### src/rtl/heart_rate_peak_detector_top_macros.svh
// ============================================================================
// Assertion macros for the heart rate peak detector
// Implication checks, compiled out for synthesis.
// ============================================================================
`ifndef HEART_RATE_PEAK_DETECTOR_TOP_MACROS_SVH
`define HEART_RATE_PEAK_DETECTOR_TOP_MACROS_SVH

`ifndef SYNTHESIS

// Same-cycle implication: when a holds, b holds.
`define HRPD_ASSERT_IMPL(label, clk, rstn, a, b) \
    label: assert property (@(posedge clk) disable iff (!(rstn)) (a) |-> (b)) \
        else $error("hrpd assertion failed");

// Next-cycle implication: when a holds, b holds in the next cycle.
`define HRPD_ASSERT_NEXT(label, clk, rstn, a, b) \
    label: assert property (@(posedge clk) disable iff (!(rstn)) (a) |=> (b)) \
        else $error("hrpd assertion failed");

`else

`define HRPD_ASSERT_IMPL(label, clk, rstn, a, b)
`define HRPD_ASSERT_NEXT(label, clk, rstn, a, b)

`endif

`endif

### src/rtl/hrpd_pkg.sv
// ============================================================================
// hrpd_pkg
// Widths, constants and types shared by the heart rate peak detector.
// ============================================================================
package hrpd_pkg;

    // Datapath sizing
    localparam int SAMPLE_WIDTH = 24;
    localparam int COUNT_WIDTH  = 32;
    localparam int MIN_THR_W    = 23;
    localparam int RATE_W       = 16;
    localparam int RATE_OUT_W   = 23;

    // Threshold holds the floor or a peak (non-negative sample)
    localparam int PEAK_W = SAMPLE_WIDTH - 1;
    localparam int THR_W  = (MIN_THR_W > PEAK_W) ? MIN_THR_W : PEAK_W;
    localparam int CMP_W  = THR_W + 2;

    // Divider: 60*rate<<10 fits in 32 bits for a 16-bit rate
    localparam int DIV_W     = 32;
    localparam int DIV_CNT_W = $clog2(DIV_W + 1);

    // Stream widths, whole bytes
    localparam int S_TDATA_W = ((SAMPLE_WIDTH + 7) / 8) * 8;
    localparam int M_TDATA_W = ((1 + RATE_OUT_W + 7) / 8) * 8;

    // Constants
    localparam int THR_RESET       = 100;
    localparam int RATE_RESET      = 1000;
    localparam int DECAY_MUL       = 511;
    localparam int DECAY_SHIFT     = 9;
    localparam int SECONDS_PER_MIN = 60;
    localparam int RATE_FRAC_BITS  = 10;

    // Configuration register indexes
    localparam int CFG_IDX_W = 2;
    localparam logic [CFG_IDX_W-1:0] CFG_MIN_THRESHOLD = 2'd0;
    localparam logic [CFG_IDX_W-1:0] CFG_SAMPLE_RATE   = 2'd1;
    localparam int CFG_DATA_W = MIN_THR_W;

    typedef enum logic [1:0] {
        ST_IDLE,
        ST_EVAL,
        ST_DIV,
        ST_OUT
    } hrpd_state_t;

endpackage

### src/rtl/heart_rate_peak_detector_top.sv
// Steps: a sample without a beat passes through ST_EVAL and ST_OUT; a sample
//   that completes a beat also runs ST_DIV (32-step bit-serial divide for the rate).
// Flow: the block takes a new sample only after the last one has left ST_OUT;
//   s_tready is high only when idle, and ST_OUT waits while the result is held.
// Reset: synchronous, active-low aresetn; threshold 100, rate 1000, counters
//   and peak cleared, result channel empty. No clearing pass.
// ============================================================================
// heart_rate_peak_detector_top
// Adaptive-threshold R-peak detector reporting heart rate in BPM * 1024.
// ============================================================================
`include "heart_rate_peak_detector_top_macros.svh"

module heart_rate_peak_detector_top (
    input  logic                                aclk,
    input  logic                                aresetn,

    // Sample stream
    input  logic                                s_tvalid,
    output logic                                s_tready,
    input  logic [hrpd_pkg::S_TDATA_W-1:0]      s_tdata,   // [23:0] sample

    // Result stream
    output logic                                m_tvalid,
    input  logic                                m_tready,
    output logic [hrpd_pkg::M_TDATA_W-1:0]      m_tdata,   // [0] above_threshold,
                                                           // [23:1] rate_q10
    output logic [0:0]                          m_tuser,   // [0] beat_valid

    // Configuration writes
    input  logic                                cfg_valid,
    output logic                                cfg_ready,
    input  logic [hrpd_pkg::CFG_IDX_W-1:0]      cfg_index,
    input  logic [hrpd_pkg::CFG_DATA_W-1:0]     cfg_data
);

    // ------------------------------------------------------------------------
    // Registers
    // ------------------------------------------------------------------------
    hrpd_pkg::hrpd_state_t                      state_reg, state_next;

    // Configuration
    logic [hrpd_pkg::MIN_THR_W-1:0]             min_thr_reg;
    logic [hrpd_pkg::RATE_W-1:0]                rate_reg;

    // Detector state
    logic [hrpd_pkg::THR_W-1:0]                 thr_reg, thr_next;
    logic [hrpd_pkg::PEAK_W-1:0]                peak_reg, peak_next;
    logic [hrpd_pkg::COUNT_WIDTH-1:0]           peak_idx_reg, peak_idx_next;
    logic [hrpd_pkg::COUNT_WIDTH-1:0]           count_reg, count_next;
    logic signed [hrpd_pkg::SAMPLE_WIDTH-1:0]   prev_reg;

    // Item in flight
    logic signed [hrpd_pkg::SAMPLE_WIDTH-1:0]   sample_reg;
    logic                                       above_flag_reg, above_flag_next;
    logic                                       beat_flag_reg, beat_flag_next;

    // Output register
    logic                                       m_valid_reg, m_valid_next;
    logic                                       out_above_reg;
    logic                                       out_beat_reg;
    logic [hrpd_pkg::RATE_OUT_W-1:0]            out_rate_reg;

    // ------------------------------------------------------------------------
    // Handshakes
    // ------------------------------------------------------------------------
    logic s_xfer;
    logic cfg_xfer;
    logic out_load;
    logic div_start;
    logic div_done;

    assign s_tready  = (state_reg == hrpd_pkg::ST_IDLE);
    assign s_xfer    = s_tvalid && s_tready;
    assign cfg_ready = 1'b1;
    assign cfg_xfer  = cfg_valid && cfg_ready;

    // ------------------------------------------------------------------------
    // Evaluation of the latched sample (used in ST_EVAL)
    // ------------------------------------------------------------------------
    logic signed [hrpd_pkg::CMP_W-1:0]          s_ext, prev_ext, thr_ext, peak_ext;
    logic                                       above, prev_above, peak_up;
    logic                                       interval_ok;
    logic [hrpd_pkg::COUNT_WIDTH-1:0]           count_inc;
    logic [hrpd_pkg::THR_W:0]                   thr_sum;
    logic [hrpd_pkg::THR_W+hrpd_pkg::DECAY_SHIFT-1:0] decay_prod;
    logic [hrpd_pkg::DIV_W-1:0]                 bpm_num, div_num, div_den, div_quot;

    always_comb begin
        s_ext    = hrpd_pkg::CMP_W'(sample_reg);
        prev_ext = hrpd_pkg::CMP_W'(prev_reg);
        thr_ext  = hrpd_pkg::CMP_W'(thr_reg);
        peak_ext = hrpd_pkg::CMP_W'(peak_reg);

        above      = s_ext > thr_ext;
        prev_above = prev_ext > thr_ext;
        peak_up    = s_ext > peak_ext;

        // Minimum beat interval: a quarter second of samples
        interval_ok = peak_idx_reg >
                      hrpd_pkg::COUNT_WIDTH'(rate_reg[hrpd_pkg::RATE_W-1:2]);

        count_inc  = count_reg + 1'b1;
        thr_sum    = {1'b0, thr_reg} + (hrpd_pkg::THR_W+1)'(peak_reg);
        decay_prod = (hrpd_pkg::THR_W+hrpd_pkg::DECAY_SHIFT)'(thr_reg) *
                     (hrpd_pkg::THR_W+hrpd_pkg::DECAY_SHIFT)'(hrpd_pkg::DECAY_MUL);

        // 60 * rate << 10
        bpm_num = hrpd_pkg::DIV_W'(rate_reg) * hrpd_pkg::DIV_W'(hrpd_pkg::SECONDS_PER_MIN);
        div_num = bpm_num << hrpd_pkg::RATE_FRAC_BITS;
        div_den = hrpd_pkg::DIV_W'(peak_idx_reg);
    end

    always_comb begin
        thr_next        = thr_reg;
        peak_next       = peak_reg;
        peak_idx_next   = peak_idx_reg;
        count_next      = count_reg;
        above_flag_next = above_flag_reg;
        beat_flag_next  = beat_flag_reg;

        if (state_reg == hrpd_pkg::ST_EVAL) begin
            above_flag_next = above;
            beat_flag_next  = 1'b0;
            if (above) begin
                // Track the largest sample above threshold
                if (peak_up) begin
                    peak_next     = sample_reg[hrpd_pkg::PEAK_W-1:0];
                    peak_idx_next = count_reg;
                end
                count_next = count_inc;
            end else if (prev_above) begin
                // Falling edge through the threshold
                if (interval_ok) begin
                    beat_flag_next = 1'b1;
                    count_next     = count_reg - peak_idx_reg;
                    thr_next       = thr_sum[hrpd_pkg::THR_W:1];
                end else begin
                    count_next = count_inc;
                end
                peak_next = '0;
            end else begin
                // Quiet: decay toward the floor
                if (thr_reg > hrpd_pkg::THR_W'(min_thr_reg)) begin
                    thr_next = decay_prod[hrpd_pkg::THR_W+hrpd_pkg::DECAY_SHIFT-1:
                                          hrpd_pkg::DECAY_SHIFT];
                end
                count_next = count_inc;
            end
        end
    end

    // ------------------------------------------------------------------------
    // Sequencer
    // ------------------------------------------------------------------------
    always_comb begin
        state_next = state_reg;
        div_start  = 1'b0;
        out_load   = 1'b0;
        unique case (state_reg)
            hrpd_pkg::ST_IDLE: begin
                if (s_xfer) begin
                    state_next = hrpd_pkg::ST_EVAL;
                end
            end
            hrpd_pkg::ST_EVAL: begin
                if (!above && prev_above && interval_ok) begin
                    div_start  = 1'b1;
                    state_next = hrpd_pkg::ST_DIV;
                end else begin
                    state_next = hrpd_pkg::ST_OUT;
                end
            end
            hrpd_pkg::ST_DIV: begin
                if (div_done) begin
                    state_next = hrpd_pkg::ST_OUT;
                end
            end
            hrpd_pkg::ST_OUT: begin
                // Wait for the output register to free up
                if (!m_valid_reg || m_tready) begin
                    out_load   = 1'b1;
                    state_next = hrpd_pkg::ST_IDLE;
                end
            end
            default: begin
                state_next = hrpd_pkg::ST_IDLE;
            end
        endcase
    end

    always_comb begin
        m_valid_next = m_valid_reg;
        if (out_load) begin
            m_valid_next = 1'b1;
        end else if (m_tready) begin
            m_valid_next = 1'b0;
        end
    end

    // ------------------------------------------------------------------------
    // Divider: rate = (60 * sample_rate << 10) / peak_index
    // ------------------------------------------------------------------------
    hrpd_div u_div (
        .aclk    (aclk),
        .aresetn (aresetn),
        .start   (div_start),
        .num     (div_num),
        .den     (div_den),
        .done    (div_done),
        .quot    (div_quot)
    );

    // ------------------------------------------------------------------------
    // Control and detector state
    // ------------------------------------------------------------------------
    always_ff @(posedge aclk) begin
        if (!aresetn) begin
            state_reg    <= hrpd_pkg::ST_IDLE;
            m_valid_reg  <= 1'b0;
            min_thr_reg  <= hrpd_pkg::MIN_THR_W'(hrpd_pkg::THR_RESET);
            rate_reg     <= hrpd_pkg::RATE_W'(hrpd_pkg::RATE_RESET);
            thr_reg      <= hrpd_pkg::THR_W'(hrpd_pkg::THR_RESET);
            peak_reg     <= '0;
            peak_idx_reg <= '0;
            count_reg    <= '0;
            prev_reg     <= '0;
        end else begin
            state_reg    <= state_next;
            m_valid_reg  <= m_valid_next;
            peak_reg     <= peak_next;
            peak_idx_reg <= peak_idx_next;
            count_reg    <= count_next;
            if (state_reg == hrpd_pkg::ST_EVAL) begin
                prev_reg <= sample_reg;
            end
            // The user must send configuration only while idle; the block does not
            // enforce this. A floor write reloads the live threshold.
            if (cfg_xfer && cfg_index == hrpd_pkg::CFG_MIN_THRESHOLD) begin
                min_thr_reg <= cfg_data;
                thr_reg     <= hrpd_pkg::THR_W'(cfg_data);
            end else begin
                thr_reg     <= thr_next;
            end
            if (cfg_xfer && cfg_index == hrpd_pkg::CFG_SAMPLE_RATE) begin
                rate_reg <= cfg_data[hrpd_pkg::RATE_W-1:0];
            end
        end
    end

    // Payload registers
    always_ff @(posedge aclk) begin
        if (s_xfer) begin
            sample_reg <= s_tdata[hrpd_pkg::SAMPLE_WIDTH-1:0];
        end
        above_flag_reg <= above_flag_next;
        beat_flag_reg  <= beat_flag_next;
        if (out_load) begin
            out_above_reg <= above_flag_reg;
            out_beat_reg  <= beat_flag_reg;
            out_rate_reg  <= beat_flag_reg ? div_quot[hrpd_pkg::RATE_OUT_W-1:0] : '0;
        end
    end

    assign m_tvalid   = m_valid_reg;
    assign m_tdata    = hrpd_pkg::M_TDATA_W'({out_rate_reg, out_above_reg});
    assign m_tuser[0] = out_beat_reg;

    // ------------------------------------------------------------------------
    // Assertions
    // ------------------------------------------------------------------------
    // A beat is reported on a sample at or below the threshold
    `HRPD_ASSERT_IMPL(a_beat_not_above, aclk, aresetn, m_tvalid && m_tuser[0], !m_tdata[0])
    // Rate is zero unless a beat is flagged
    `HRPD_ASSERT_IMPL(a_rate_zero, aclk, aresetn, m_tvalid && !m_tuser[0], m_tdata[23:1] == '0)
    // Divider finishes only while the sequencer waits on it
    `HRPD_ASSERT_IMPL(a_div_done_state, aclk, aresetn, div_done, state_reg == hrpd_pkg::ST_DIV)
    // An accepted sample is evaluated in the next cycle
    `HRPD_ASSERT_NEXT(a_accept_eval, aclk, aresetn, s_xfer, state_reg == hrpd_pkg::ST_EVAL)

endmodule

### src/rtl/hrpd_div.sv
// ============================================================================
// hrpd_div
// Restoring unsigned divider, one quotient bit per cycle.
// ============================================================================
module hrpd_div (
    input  logic                        aclk,
    input  logic                        aresetn,
    input  logic                        start,
    input  logic [hrpd_pkg::DIV_W-1:0]  num,
    input  logic [hrpd_pkg::DIV_W-1:0]  den,
    output logic                        done,
    output logic [hrpd_pkg::DIV_W-1:0]  quot
);

    logic                              busy_reg, busy_next;
    logic                              done_reg, done_next;
    logic [hrpd_pkg::DIV_CNT_W-1:0]    cnt_reg, cnt_next;
    logic [hrpd_pkg::DIV_W-1:0]        rem_reg, rem_next;
    logic [hrpd_pkg::DIV_W-1:0]        quo_reg, quo_next;
    logic [hrpd_pkg::DIV_W-1:0]        den_reg, den_next;

    logic [hrpd_pkg::DIV_W:0]          rem_sh;
    logic [hrpd_pkg::DIV_W+1:0]        diff;
    logic                              ge;

    always_comb begin
        rem_sh = {rem_reg, quo_reg[hrpd_pkg::DIV_W-1]};
        diff   = {1'b0, rem_sh} - {2'b00, den_reg};
        ge     = ~diff[hrpd_pkg::DIV_W+1];

        busy_next = busy_reg;
        done_next = 1'b0;
        cnt_next  = cnt_reg;
        rem_next  = rem_reg;
        quo_next  = quo_reg;
        den_next  = den_reg;

        if (start) begin
            busy_next = 1'b1;
            cnt_next  = hrpd_pkg::DIV_CNT_W'(hrpd_pkg::DIV_W);
            rem_next  = '0;
            quo_next  = num;
            den_next  = den;
        end else if (busy_reg) begin
            rem_next = ge ? diff[hrpd_pkg::DIV_W-1:0] : rem_sh[hrpd_pkg::DIV_W-1:0];
            quo_next = {quo_reg[hrpd_pkg::DIV_W-2:0], ge};
            cnt_next = cnt_reg - 1'b1;
            if (cnt_reg == hrpd_pkg::DIV_CNT_W'(1)) begin
                busy_next = 1'b0;
                done_next = 1'b1;
            end
        end
    end

    always_ff @(posedge aclk) begin
        if (!aresetn) begin
            busy_reg <= 1'b0;
            done_reg <= 1'b0;
            cnt_reg  <= '0;
        end else begin
            busy_reg <= busy_next;
            done_reg <= done_next;
            cnt_reg  <= cnt_next;
        end
    end

    // Operand and result registers
    always_ff @(posedge aclk) begin
        rem_reg <= rem_next;
        quo_reg <= quo_next;
        den_reg <= den_next;
    end

    assign done = done_reg;
    assign quot = quo_reg;

endmodule
### config.mk
export PLATFORM = sky130hd
export DESIGN_NAME = heart_rate_peak_detector_top
export DESIGN_NICKNAME = d
export VERILOG_FILES = /design/src/rtl/hrpd_pkg.sv /design/src/rtl/heart_rate_peak_detector_top.sv /design/src/rtl/hrpd_div.sv
export VERILOG_INCLUDE_DIRS = /design/src /design/src/rtl
export SDC_FILE = /design/constraint.sdc
export NUM_CORES = 1
export LEC_CHECK = 0
export BUFFER_PORTS_ARGS = -buffer_cell sky130_fd_sc_hd__buf_4
export CORE_ASPECT_RATIO = 1.4
export CORE_UTILIZATION = 55
export DETAILED_ROUTE_END_ITERATION = 10
export PLACE_DENSITY_LB_ADDON = 0.1
export SYNTH_ARGS = -nofsm -noshare
export SYNTH_HDL_FRONTEND = slang
export SYNTH_SLANG_ARGS = --single-unit
### constraint.sdc
create_clock -name aclk -period 10.65 [get_ports aclk]
set_input_delay 1.5975 -clock aclk [delete_from_list [all_inputs] [get_ports aclk]]
set_output_delay 1.5975 -clock aclk [all_outputs]
set_load 0.05 [all_outputs]
Yosys cells after proc, flatten, opt, wreduce, memory -nomap -nowiden. Index checks and enable logic that the tools add are counted. W data, S select, Z words.

Input bits: 54. Flip-flop bits (word level): 331. Latch bits: 0. RAM bits: 0. Output and inout port bits: 28. Word-level logic and storage cells: 105. Memories kept: 0. Memory bits (read-only): 0.

Magnitude comparators: 5. Reductions and logical operators: 22. Divide/modulo/power cells: 0. Shift operators: 0. Bitwise operators: 4. Equal/unequal tests: 11. Multipliers: 2. Add/subtract/negate cells: 5. Mux-type cells: 33.

Operator list (count): $mux W23 (9); $mux W32 (6); $gt A24 B24 Y1 (3); $sub A33 B32 Y34 (1); $add A32 B1 Y32 const B (1); $gt A32 B14 Y1 (1); $mul A23 B9 Y32 const B (1); $sub A32 B32 Y32 (1); $add A23 B23 Y24 (1); $gt A23 B23 Y1 (1); $mul A16 B4 Y20 const B (1); $mux W1 (12); $mux W6 (2); $reduce_and A3 Y1 (3); $ne A2 B1 Y1 const B (4); $pmux W2 S4 (1); $reduce_bool A2 Y1 (4); $eq A6 B1 Y1 const B (1); $mux W2 (3); $sub A6 B1 Y6 const B (1); $logic_and A1 B1 Y1 (5); $eq A2 B1 Y1 const B (2); $eq A2 B2 Y1 const B (2); $logic_not A2 Y1 (2); 9 further kinds (14).

Longest topological paths before layout.
Depth after elaboration: 7. Gate-level depth with buffers: 19. Gate-level depth less buffers: 18.

By module. From an unflattened synthesis, not the netlist that was laid out.

Cells, all modules: 2868. Area total of the unflattened synthesis: 25753.4 um2.

By module, submodules not included: heart_rate_peak_detector_top (times used 1, cells an instance 2297, seq. area each 5054.8 um2, area an instance 19887.8 um2); hrpd_div (times used 1, cells an instance 571, seq. area each 2722.6 um2, area an instance 5865.6 um2).

Least setup slack after synthesis. OpenSTA, ideal clock, no wires.

Path kind: register -> register. Start point: reg thr_reg[7] in the netlist's numbering. End point: reg thr_reg[17] in the netlist's numbering. Clock period less this slack: 4.954 ns. Stages on the path, launching flop included: 19. Path buffers: 0. Library setup time: 0.117 ns. Required time: 10.533 ns. Arrival: 4.837 ns. Setup slack: 5.696 ns. Cells stage by stage: dfxtp_1 inv_1 fa_1 inv_1 fa_1 fa_1 inv_1 fa_1 inv_1 ha_1 a21o_1 a2111o_1 a21oi_1 nor4_1 nor3_1 xor2_1 nor2_1 a211o_1 a32o_1.

Cells in the longest elaborated chain, start to end: 6. Elaborated cells on any way between the ends: 15. Those cells by class: add/sub (1); mul (1); order compare (3); eq/ne (2); mux (6); reduce/logical (2).

RTL lines: start: declaration (RTL line heart_rate_peak_detector_top.sv:46) `logic [hrpd_pkg::THR_W-1:0] thr_reg, thr_next;`; start signal: assignment (RTL line heart_rate_peak_detector_top.sv:222) `thr_reg <= hrpd_pkg::THR_W'(hrpd_pkg::THR_RESET);`; start signal: assignment (RTL line heart_rate_peak_detector_top.sv:240) `thr_reg <= hrpd_pkg::THR_W'(cfg_data);`; start signal: assignment (RTL line heart_rate_peak_detector_top.sv:242) `thr_reg <= thr_next;`; $mul A23 B9 Y32 or $add A23 B23 Y24 (tied branches) (RTL line heart_rate_peak_detector_top.sv:104, heart_rate_peak_detector_top.sv:103); $mux W23 (on tied branches) (RTL line heart_rate_peak_detector_top.sv:143, heart_rate_peak_detector_top.sv:133); $mux W23 (RTL line heart_rate_peak_detector_top.sv:131) `end else if (prev_above) begin`; $mux W23 (RTL line heart_rate_peak_detector_top.sv:124) `if (above) begin`; $mux W23 (RTL line heart_rate_peak_detector_top.sv:121) `if (state_reg == hrpd_pkg::ST_EVAL) begin`; $mux W23 (RTL line heart_rate_peak_detector_top.sv:238) `if (cfg_xfer && cfg_index == hrpd_pkg::CFG_MIN_THRESHOLD) begin`.

Several ways; a longest one is shown, not always the timed one. The select of a mux whose other input is x is not followed. A chain may end at the register's enable or synchronous reset.

Worst setup path after layout.
Start point: reg thr_reg[7] in the netlist's numbering. End point: reg thr_reg[18] in the netlist's numbering.

Same word-level chain as after synthesis.

==> flow_summary.yaml <==
yosys:
  muxShareOfSynthArea_pct: 4.08
  yosys-top-cells-count: "346 x inv_1, 270 x ha_1, 236 x nand2_1"
  async_reset_ff_share_pct: 0
  syn_inst: 2898
  synth_ff_type: "dfxtp_1"
  synth-seq-area-share_pct: 29.7
  synth_top_area_share_pct: 17.7
  netlist_area_mm2: 0.0258
  synth_compound_area_share_pct: 17.1
  yosysWarningCount: 0
  synth.largest_area_cell: "dfxtp_1"
  synthAdderAreaFrac_pct: 23.7
  yosysMostFrequentCell: "inv_1"
  synth_top_family_by_area: "adder cells"
  synthTopCellsByArea: "dfxtp_1 18%, ha_1 13%, edfxtp_1 12%"
  synth.avg_cell_area_um2: 8.90
  yosys.area_share.simple_pct: 14.8
  synth_cell_types: 85
  syn_nets: 3359
  synth-edff-count: 103
  yosys_register_bits: 331
  synth_xor_area_share_pct: 3.73
layout:
  nNetsFinal: 3387
  finish.utilization_pct: 60.8
  diodes: 0
  n_fill_cell: 4085
  syn2layout_area_growth_pct: 8.89
  multi_input_area_mm2: 0.0164
  final_cells: 3572
  drive_gt1_share_pct: 7.28
  postLayoutCellArea_mm2: 0.0281
  seq_area_mm2: 0.00766
placed_design:
  port_buffers: 80
  place_area_mm2: 0.0269
  place_congestion: 0.939
  hpwl_um: 55000
  placed_cells: 3503
timing:
  max_slew_margin_pct: 22.8
  setup_viol: 0
  min_period_ns: 5.76
  drv_slew: 0
  hold_violations: 0
  rsz0062_at_grt: "no"
  skew_ns: 0.0202
  max_freq_ghz: 0.174
  worst_slew_pin_slew_ns: 1.13
  fin_crit_sh_pct: 54.1
  tns_ns: 0
floorplanning:
  dieArea_mm2: 0.0478
  dieWidth_um: 185
  design.core.area_mm2: 0.0462
  initial_core_util_pct: 55.9
  num_rows: 93
  io_pins: 82
  die-height_um: 258
clock_tree:
  cts_buffer_depth: 3
  cts.sinks: 331
  cts-root-buf: "clkbuf_16"
  numCtsBuffers: 38
  clkTransAtPathRegs_ns: 0.06
  cts_hold_buf: 0
  cts_tree: "yes"
  cts_repair_resize_count: 0
  post_cts_buffers: 0
  h-tree-depth: 2
  clk_latency_ns: 0.57
grt:
  grt_pass1_wl_um: 113000
  overflow: 0
  track_usage_pct: 30.5
  grt_pass1_vias: 21600
  grt_start_max_net_pins: 96
  antenna_found_initial: 0
setup_path:
  cp.arrival_ns: 6.20
  slowest_delay_ns: 0.72
  start_kind: "register"
  crit_chain: "inv_1 -> fa_1 -> inv_1 -> fa_1 -> fa_1 -> inv_1 -> fa_1 -> inv_1 -> ha_1 -> nand3_1 -> a21oi_1 -> nand2_1 -> a311oi_1 -> o2111ai_1 -> o21ai_0 -> xnor2_1 -> a21oi_1 -> a221o_1"
  worstPathRequired_ns: 11.10
  critPathKind: "reg2reg"
  crit_path_top_delay_cell: "a311oi_1"
  path_max_fanout: 6
  ff2ff_setup_slack_ns: 4.89
  endpoint_kind: "register"
routing:
  ant_nets: 0
  wl_per_cell_um: 19.9
  first_iter_violations: 1049
  dr.pass1.iters: 6
  finalWirelength_um: 71200
  vias: 21200
  drt-vias-per-instance: 5.93
  drc: 0
flow_run:
  max_cap_violations: 0
hold_path:
  min_path_type: "reg2reg"
status:
  status: "complete, no violations"
==> worst paths after layout <==
kind                    from              end  cells past startpoint
max reg2reg       thr_reg[7]      thr_reg[18]                     18
max               thr_reg[7]      thr_reg[18]                     18
min          min_thr_reg[18]  min_thr_reg[18]                      2
min reg2reg  min_thr_reg[18]  min_thr_reg[18]                      2
==> per-layer routing <==
| layer | up-vias | track usage [%] | part of all wire [%] |
|---|---|---|---|
| met5 | - | 0 | 0 |
| met4 | 0 | 23.0 | 8.2 |
| met3 | 232 | 3.04 | 3.2 |
| met2 | 554 | 55.8 | 52 |
| met1 | 10200 | 31.9 | 37 |
| li1 | 10200 | - | - |
==> layout make-up <==
cell class,count,area share [%]
multi-input combinational,2109,58.4
sequential,331,27.3
inverter,350,4.71
clock buffer,46,3.56
tap,617,2.75
timing repair buffer,96,2.56
clock inverter,23,0.788
==> layout by cell type, fill, tap and decap left out, types with 38 or more instances in the layout <==
cell,synthesis,final
a21oi_1,222,222
nand3_1,90,90
nor3_1,75,75
xor2_1,55,55
nand2_1,236,236
dfxtp_1,228,227
mux2i_1,103,103
clkbuf_16,0,38
buf_4,4,96
xnor2_1,55,55
o21ai_0,152,151
a21o_1,60,60
nor2_1,180,180
fa_1,137,137
inv_1,346,346
ha_1,270,269
edfxtp_1,103,103
==> cells by family after synthesis <==
group                    after synthesis
other                                  1
AO/OA/AOI/OAI                        695
XOR/XNOR                             110
AND/OR/NAND/NOR                      791
adder cells (fa/ha/maj)              407
flip-flops                           331
buffers and inverters                458
multiplexers                         105
==> critical path: cells and delay by family, from the launching register on <==
family	cells	cell delay (ns)
compound gates	6	1.87
xor+xnor	1	0.20
fa+ha+maj	5	2.53
buf+inv	4	0.38
flops	1	0.47
simple gates	2	0.20
==> per-stage QoR <==
step / hold slack (ns) / setup slack, ns
finish: 0.456 / 4.89
floorplan: 0.400 / 5.70
CTS: 0.456 / 4.95
detailed placement: 0.448 / 4.99
global route: 0.474 / 4.64
global placement: 0.443 / 5.05
Power is left out: the tool's default activity adds up to more than one toggle a clock period on the data nets, which glitch-free logic cannot reach.
